===== config.mk =====
export PLATFORM = sky130hd
export DESIGN_NAME = task_dependency_graph_unit
export DESIGN_NICKNAME = d
export VERILOG_FILES = /design/src/tdg_pkg.sv /design/src/tdg_ctrl.sv /design/src/tdg_datapath.sv /design/src/task_dependency_graph_unit.sv
export SDC_FILE = /design/constraint.sdc
export NUM_CORES = 1
export LEC_CHECK = 0
export BUFFER_PORTS_ARGS = -buffer_cell sky130_fd_sc_hd__buf_2
export CORE_MARGIN = 4
export CORE_UTILIZATION = 45
export DETAILED_ROUTE_END_ITERATION = 16
export PLACE_DENSITY_LB_ADDON = 0.12
export RECOVER_POWER = 100
export SYNTH_ARGS = -nofsm -noshare
export SYNTH_HDL_FRONTEND = slang
export SYNTH_HIERARCHICAL = 1
export SYNTH_SLANG_ARGS = --single-unit

===== constraint.sdc =====
create_clock -name clock -period 10.4 [get_ports clock]
set_input_delay 2.08 -clock clock [delete_from_list [all_inputs] [get_ports clock]]
set_output_delay 2.08 -clock clock [all_outputs]
set_load 0.01 [all_outputs]

===== src/tdg_pkg.sv =====
package tdg_pkg;

   localparam int MaxTasksDefault = 16;

   localparam logic [1:0] OP_ADD_TASK  = 2'd0;
   localparam logic [1:0] OP_ADD_EDGE  = 2'd1;
   localparam logic [1:0] OP_QUERY     = 2'd2;
   localparam logic [1:0] OP_ORDER     = 2'd3;

   localparam logic [1:0] ST_OK        = 2'd0;
   localparam logic [1:0] ST_EXISTS    = 2'd1;
   localparam logic [1:0] ST_NOT_FOUND = 2'd2;
   localparam logic [1:0] ST_CYCLE     = 2'd3;

   typedef struct packed {
      logic [1:0]  opcode;
      logic [3:0]  node_a;
      logic [3:0]  node_b;
      logic [15:0] completed_mask;
   } req_type;

   typedef struct packed {
      logic [1:0]  status;
      logic [15:0] ready_mask;
      logic [3:0]  order_node;
      logic        order_valid;
      logic        last;
   } rsp_type;

   typedef enum logic [2:0] {
      S_IDLE,
      S_DECODE,
      S_WALK,
      S_ORDER,
      S_RESPOND
   } state_type;

   // controller -> datapath
   typedef struct packed {
      logic load;        // capture request
      logic task_commit; // commit task add
      logic walk_init;   // seed reachability walk
      logic walk_step;   // one walk expansion
      logic add_edge;    // commit edge add
      logic ord_init;    // seed order emission
      logic ord_step;    // emit one node
      logic emit;        // drive single result
   } cmd_type;

   // datapath -> controller
   typedef struct packed {
      logic [1:0] op;
      logic       a_ok;
      logic       b_ok;
      logic       a_exists;
      logic       same;
      logic       walk_done;
      logic       reach;
      logic       ord_found;
      logic       ord_last;
   } stat_type;

endpackage


===== src/tdg_ctrl.sv =====
module tdg_ctrl (
   input  logic                clock,
   input  logic                reset,
   input  logic                start,
   output logic                busy,
   input  tdg_pkg::stat_type   stat,
   output tdg_pkg::cmd_type    cmd
);

   tdg_pkg::state_type state_ff, state_in;

   always_ff @(posedge clock) begin
      if (reset) begin
         state_ff <= tdg_pkg::S_IDLE;
      end else begin
         state_ff <= state_in;
      end
   end

   always_comb begin
      state_in = state_ff;
      unique case (state_ff)
         tdg_pkg::S_IDLE: begin
            if (start) state_in = tdg_pkg::S_DECODE;
         end
         tdg_pkg::S_DECODE: begin
            if (stat.op == tdg_pkg::OP_ADD_EDGE && stat.a_ok && stat.b_ok && !stat.same)
               state_in = tdg_pkg::S_WALK;
            else if (stat.op == tdg_pkg::OP_ORDER)
               state_in = tdg_pkg::S_ORDER;
            else
               state_in = tdg_pkg::S_RESPOND;
         end
         tdg_pkg::S_WALK: begin
            if (stat.walk_done) state_in = tdg_pkg::S_RESPOND;
         end
         tdg_pkg::S_ORDER: begin
            // leave on the final pick so busy drops with the last result
            if (!stat.ord_found || stat.ord_last) state_in = tdg_pkg::S_IDLE;
         end
         tdg_pkg::S_RESPOND: state_in = tdg_pkg::S_IDLE;
         default: state_in = tdg_pkg::S_IDLE;
      endcase
   end

   always_comb begin
      cmd  = '0;
      busy = 1'b1;
      unique case (state_ff)
         tdg_pkg::S_IDLE: begin
            busy     = 1'b0;
            cmd.load = start;
         end
         tdg_pkg::S_DECODE: begin
            cmd.walk_init = (stat.op == tdg_pkg::OP_ADD_EDGE);
            cmd.ord_init  = (stat.op == tdg_pkg::OP_ORDER);
         end
         tdg_pkg::S_WALK: cmd.walk_step = 1'b1;
         tdg_pkg::S_ORDER: cmd.ord_step = 1'b1;
         tdg_pkg::S_RESPOND: begin
            cmd.emit        = 1'b1;
            cmd.task_commit = (stat.op == tdg_pkg::OP_ADD_TASK);
            cmd.add_edge    = (stat.op == tdg_pkg::OP_ADD_EDGE);
         end
         default: busy = 1'b1;
      endcase
   end

endmodule


===== src/tdg_datapath.sv =====
module tdg_datapath #(
   parameter int MAX_TASKS = tdg_pkg::MaxTasksDefault
) (
   input  logic               clock,
   input  logic               reset,
   input  tdg_pkg::req_type   req_data,
   input  tdg_pkg::cmd_type   cmd,
   output tdg_pkg::stat_type  stat,
   output logic               rsp_valid,
   output tdg_pkg::rsp_type   rsp_data
);

   localparam int IW  = (MAX_TASKS > 16) ? 16 : MAX_TASKS; // visible task range
   localparam int DW  = $clog2(MAX_TASKS + 1);
   localparam int IXW = $clog2(MAX_TASKS);

   logic [MAX_TASKS-1:0] present_ff;
   logic [MAX_TASKS-1:0] rows_ff [MAX_TASKS];
   logic [DW-1:0]        indeg_ff [MAX_TASKS];
   logic [MAX_TASKS-1:0] visited_ff, emitted_ff;
   logic [DW-1:0]        deg_ff [MAX_TASKS];
   tdg_pkg::req_type     req_ff;
   logic                 valid_ff;
   tdg_pkg::rsp_type     rsp_ff, rsp_in;

   logic [MAX_TASKS-1:0] grown, ready, cand, pick, a_oh, b_oh;
   logic [IXW-1:0]       pick_ix, a_ix, b_ix;
   logic                 found, ord_last;

   // indexes are only used once the node is known to be in range
   assign a_ix = IXW'(req_ff.node_a);
   assign b_ix = IXW'(req_ff.node_b);

   always_comb begin
      a_oh = '0;
      b_oh = '0;
      if (32'(req_ff.node_a) < MAX_TASKS) a_oh[req_ff.node_a] = 1'b1;
      if (32'(req_ff.node_b) < MAX_TASKS) b_oh[req_ff.node_b] = 1'b1;
   end

   // one reachability expansion per cycle
   always_comb begin
      grown = visited_ff;
      for (int i = 0; i < MAX_TASKS; i++)
         if (visited_ff[i]) grown = grown | rows_ff[i];
   end

   always_comb begin
      ready = '0;
      for (int i = 0; i < MAX_TASKS; i++) begin
         if (present_ff[i] && !(i < 16 && req_ff.completed_mask[i % 16])) begin
            ready[i] = 1'b1;
            for (int j = 0; j < MAX_TASKS; j++)
               if (rows_ff[j][i] && !(j < 16 && req_ff.completed_mask[j % 16]))
                  ready[i] = 1'b0;
         end
      end
   end

   always_comb begin
      for (int i = 0; i < MAX_TASKS; i++)
         cand[i] = present_ff[i] && deg_ff[i] == '0 && !emitted_ff[i];
      pick = cand & (~cand + 1'b1);
      found = |cand;
      ord_last = found && (cand & ~pick) == '0 &&
                 (present_ff & ~emitted_ff & ~pick) == '0;
      pick_ix = '0;
      for (int i = 0; i < MAX_TASKS; i++)
         if (pick[i]) pick_ix = IXW'(i);
   end

   always_comb begin
      stat.op        = req_ff.opcode;
      stat.a_ok      = |(a_oh & present_ff);
      stat.b_ok      = |(b_oh & present_ff);
      stat.a_exists  = stat.a_ok;
      stat.same      = req_ff.node_a == req_ff.node_b;
      stat.walk_done = grown == visited_ff;
      stat.reach     = |(visited_ff & a_oh);
      stat.ord_found = found;
      stat.ord_last  = ord_last;
   end

   always_ff @(posedge clock) begin
      if (reset) req_ff <= '0;
      else if (cmd.load) req_ff <= req_data;
      if (cmd.walk_init) visited_ff <= b_oh;
      else if (cmd.walk_step) visited_ff <= grown;
      if (cmd.ord_init) begin
         emitted_ff <= '0;
         for (int i = 0; i < MAX_TASKS; i++) deg_ff[i] <= indeg_ff[i];
      end else if (cmd.ord_step && found) begin
         emitted_ff <= emitted_ff | pick;
         for (int j = 0; j < MAX_TASKS; j++)
            if (rows_ff[pick_ix][j] && deg_ff[j] != '0)
               deg_ff[j] <= deg_ff[j] - 1'b1;
      end
   end

   always_ff @(posedge clock) begin
      if (reset) begin
         present_ff <= '0;
         for (int i = 0; i < MAX_TASKS; i++) begin
            rows_ff[i]  <= '0;
            indeg_ff[i] <= '0;
         end
      end else begin
         if (cmd.task_commit && !stat.a_exists && |a_oh) begin
            present_ff     <= present_ff | a_oh;
            rows_ff[a_ix]  <= '0;
            indeg_ff[a_ix] <= '0;
         end
         if (cmd.add_edge && stat.a_ok && stat.b_ok && !stat.same && !stat.reach &&
             !rows_ff[a_ix][b_ix]) begin
            rows_ff[a_ix]  <= rows_ff[a_ix] | b_oh;
            indeg_ff[b_ix] <= indeg_ff[b_ix] + 1'b1;
         end
      end
   end

   // result register
   always_ff @(posedge clock) begin
      if (reset) valid_ff <= 1'b0;
      else valid_ff <= cmd.emit || (cmd.ord_step && (found || emitted_ff == '0));
   end

   always_comb begin
      rsp_in = '0;
      if (cmd.ord_step) begin
         rsp_in.order_node  = 4'(pick_ix);
         rsp_in.order_valid = found;
         rsp_in.last        = !found || ord_last;
      end else begin
         rsp_in.last = 1'b1;
         unique case (req_ff.opcode)
            tdg_pkg::OP_ADD_TASK:
               rsp_in.status = (|a_oh == 1'b0) ? tdg_pkg::ST_NOT_FOUND :
                               stat.a_exists ? tdg_pkg::ST_EXISTS : tdg_pkg::ST_OK;
            tdg_pkg::OP_ADD_EDGE:
               rsp_in.status = (!stat.a_ok || !stat.b_ok) ? tdg_pkg::ST_NOT_FOUND :
                               (stat.same || stat.reach) ? tdg_pkg::ST_CYCLE :
                               tdg_pkg::ST_OK;
            tdg_pkg::OP_QUERY: rsp_in.ready_mask = 16'(ready[IW-1:0]);
            default: rsp_in.status = tdg_pkg::ST_OK;
         endcase
      end
   end

   always_ff @(posedge clock) begin
      rsp_ff <= rsp_in;
   end

   assign rsp_valid = valid_ff;
   assign rsp_data  = rsp_ff;

endmodule


===== src/task_dependency_graph_unit.sv =====
// Task dependency graph unit.
// Requests: req_data (opcode, node_a, node_b, completed_mask) is taken on a
// clock edge with start high and busy low. Results come on rsp_data, each
// marked by rsp_valid for one cycle; the receiver takes every result.
// Add task and query ready: one result, via the DECODE and RESPOND states
// and the result register. Add dependency: a missing end or a self edge goes
// from DECODE straight to RESPOND; otherwise the reachability walk expands the
// visited set by one hop per cycle until it stops growing, then responds.
// Topological order: after the DECODE setup step, one node is emitted per
// cycle from the emission loop (Kahn step, lowest index first); N present
// tasks give N results, the first from the first ORDER step, the last
// flagged by last; an empty graph gives one result with order_valid low.
// busy is low again in the cycle that carries the last result, so the next
// transfer can be taken there.
// Reset (synchronous) clears the task set, edges and in-degrees at once.
module task_dependency_graph_unit #(
   parameter int MAX_TASKS = tdg_pkg::MaxTasksDefault
) (
   input  logic              clock,
   input  logic              reset,
   input  logic              start,
   output logic              busy,
   input  tdg_pkg::req_type  req_data,
   output logic              rsp_valid,
   output tdg_pkg::rsp_type  rsp_data
);

   tdg_pkg::cmd_type  cmd;
   tdg_pkg::stat_type stat;

   tdg_ctrl u_ctrl (
      .clock (clock),
      .reset (reset),
      .start (start),
      .busy  (busy),
      .stat  (stat),
      .cmd   (cmd)
   );

   tdg_datapath #(.MAX_TASKS(MAX_TASKS)) u_dp (
      .clock     (clock),
      .reset     (reset),
      .req_data  (req_data),
      .cmd       (cmd),
      .stat      (stat),
      .rsp_valid (rsp_valid),
      .rsp_data  (rsp_data)
   );

endmodule


==> out/summary.txt <==
Status = finished, violations left
Failing checks = capacitance limit, slew limit
WL/cell = 36.53 um
Post-CTS Setup Bufs = 0
Top FF cell, synth = edfxtp_1
H-tree levels = 2
Ys Warns = 6
Worst hold stages = 2
Switching power = 1300 uW
Setup_tns = 0 ps
Post-DP HPWL = 90690 um
WP data required = 10770 ps
MaxCap Viol Count = 10
Critical path peak fanout = 126
RR Endpoint = u_dp/deg_ff[8][3]
WP depth = 13
Critical path class = reg2reg
Syn avg cell area = 11.13 um2
Antenna Violating Nets Remaining = 0
Synth unique cells = 83
Largest net degree at the start of global routing = 127
Max incr delay on CP = 2080 ps
WHS Endpoint = u_dp/emitted_ff[8]
Cell Int Power = 3779 uW
Seq pwr share = 47.8%
GRT Total Usage = 36.14%
Antenna violations before repair = 6
Critical path startpoint category = flop
Ys async rst share = 0%
Clk network pwr share = 42.5%
Crit share post-route = 77.15%
Hold_buf cts = 0
Initial drt markers = 4064
Post-CTS Resized = 0
Worst path bufs/invs = 2
Final instance area = 32610 um2
Top Ports = 55
Max Transition Viols Final = 384
DRT Pass-1 Iters = 7
Mapped Area = 29750 um2
LEAKAGE = 0.01191 uW
Via count = 25140
Core Rows = 94
Critical R2R Launch = u_dp/deg_ff[2][0]
Logic pwr share = 9.7%
First-pass GRT wire length = 182400 um
CTS buffer count = 58
Dpl cell area = 30850 um2
Flop2flop setup slack = 2380 ps
Max Buffers Root-to-Sink = 3
Sw Ratio = 25.60%
Chip width = 265.1 um
Worst slew pin tran = 4220 ps
Num Clock Sinks = 526
Setup violations, final = 0
Core ar. = 65630 um2
Crit path max-delay cell type = clkbuf_2
Placer's final routability congestion estimate = 0.9972
Crit end category = flop
Synth Instances = 2672
# nets final = 2714
Synth area leaders = edfxtp_1 44%, mux4_2 8.3%, nor2_1 6.4%
Pwr/cell area = 155.8 nW/um2
Vias per cell = 7.015
#FFs+latches synth = 526
Clk slew on worst S/H paths = 60 ps
Unrepaired setup endpoints after global routing = no
CP arrival = 8390 ps
IR drop worst, VDD = 0.0001388 V
Proportion of layout cells with a drive suffix above 1 = 13.02%
Final hold slack = 495.1 ps
GRT overflow = 0
Die footprint = 70290 um2
TritonCTS clock tree = built
Core Util, Final = 49.69%
Worst Skew = 35.20 ps
Crit-path leading delay family = simple AND/OR/NAND/NOR gates
Post-Route WL = 130900 um
Initial Util = 45.33%
R2R depth = 13
Fmax = 0.1246 GHz
Final hold violation count = 0
EDFF count, synth = 432
Origin of the worst min-delay path = u_dp/emitted_ff[8]
Clk_lat worst skew = 640 ps
Layout area overhead = 9.606%
Root Buffer = clkbuf_16
Residual DRC = 0
Syn Nets = 2718
Port bufs = 54
CP cell instances = inv_1, ha_1, or4b_1, o22ai_1, or4_1, nor4_1, nor2_4, clkbuf_2, mux2_1, a222oi_1, or4b_1, nand3_1, mux2_1
Height of the die = 265.1 um
Slew margin rel. = -181.3%
Leading area contributor after synthesis = edfxtp_1
Final min period = 8024 ps
Vias in the first global route = 24114
Sequential element share of the synthesized area = 49.93%
Hold crit path type = reg2reg
Top cell type's share of synthesized area = 43.61%
## logic make-up (layout without fill, tap and decap cells)
group	Yosys count	in the layout	share of synthesized area, %
other cells	0	2	0
compound gates	554	554	13.37
buf+inv	280	326	3.945
flops	526	526	49.93
xor+xnor	42	42	1.236
mux	338	338	16.19
fa+ha+maj	17	17	0.7150
simple gates	915	915	14.61
## layout by cell type, fill, tap and decap left out, types with 16 or more instances in the layout
master	n
a21oi_1	63
and2_0	17
o211ai_1	16
clkbuf_1	60
a22oi_1	189
nand3_1	63
inv_1	89
o22ai_1	47
nand4_1	21
a31oi_1	16
nor3_1	46
a221oi_1	19
a21o_1	19
buf_4	63
buf_2	26
clkbuf_16	61
a22o_1	36
o21ai_0	52
xor2_1	30
mux2_2	48
edfxtp_1	432
nand2b_1	26
nor2_1	501
mux2i_1	173
a211oi_1	17
mux4_2	109
nand4b_1	17
nor2b_1	21
nor4_1	27
dfxtp_1	93
ha_1	17
nand2_1	105
## power groups by stage
| stage | clock network, uW | registers [uW] | logic, uW |
|---|---|---|---|
| final | 2160 | 2430 | 493 |
| after global routing | 2270 | 2430 | 507 |
| after CTS | 2180 | 2420 | 477 |
| after detailed placement | 0 | 2460 | 475 |
| after global placement | 0 | 2470 | 468 |
| after floorplan | 0 | 2410 | 312 |
## synthesized netlist by cell type (all sizes together), types with 36 or more instances
| cell type | instances |
|---|---|
| mux4 | 109 |
| a21oi | 64 |
| edfxtp | 432 |
| mux2 | 56 |
| dfxtp | 94 |
| inv | 89 |
| a22o | 36 |
| buf | 71 |
| a22oi | 189 |
| mux2i | 173 |
| nand3 | 63 |
| clkbuf | 120 |
| nor3 | 46 |
| o21ai | 53 |
| o22ai | 48 |
| nor2 | 505 |
| nand2 | 106 |
## through the flow
stage                     cells  setup WS, ps  power (uW)
after floorplan            2672          6377        2717
after global placement     3472          4096        2935
after detailed placement   3472          4015        2940
after CTS                  3582          4022        5081
after global routing       3582          1972        5202
final                      3584          2376        5079
## state kept, by name, indices dropped and copies added, names as in the netlist, named ones only
name,count
u_ctrl/state_ff,3
u_dp/present_ff,16
u_dp/b_ix,4
u_dp/a_ix,4
u_dp/visited_ff,16
u_dp/indeg_ff,80
u_dp/emitted_ff,16
u_dp/rsp_data,24
u_dp/deg_ff,80
u_dp/req_ff,16
u_dp/rsp_valid,1
u_dp/rows_ff,256
u_dp/stat,2
## routing by layer
layer	GRT usage [%]	routed length, um	up-vias	part of all wire, %
met4	19.19	9111	4	7.0
met3	12.45	17470	530	13
met1	47.13	48890	12319	37
li1	-	-	10214	-
met5	0	19	-	0.015
met2	53.44	55430	2073	42
## cell type report
class / instances / area (um2)
multi-input combinational: 1866 / 13610
antenna: 2 / 5.005
tap: 864 / 1081
sequential: 526 / 14860
fill: 5959 / 33020
clock buffer: 95 / 1764
timing repair buffer: 127 / 747.0
inverter: 89 / 334.1
clock inverter: 15 / 211.5
## tightest hold or removal path, delay by kind of cell, from the launching register on
kind             cells  cell delay, ps
AO/OA/AOI/OAI        1              50
flip-flops           1             340
AND/OR/NAND/NOR      1              70
## worst max-delay path by stage
stage / startpoint / to
final: u_dp/deg_ff[2][0] / u_dp/deg_ff[8][3]
after CTS: flop / u_dp/rows_ff[8][10]
after global routing: u_dp/deg_ff[2][0] / u_dp/deg_ff[0][0]
after detailed placement: flop / u_dp/rows_ff[13][11]
after floorplan: flop / u_dp/rows_ff[1][0]
after global placement: flop / u_dp/rows_ff[13][11]
Note: power is estimated with default switching activity, not from simulation.
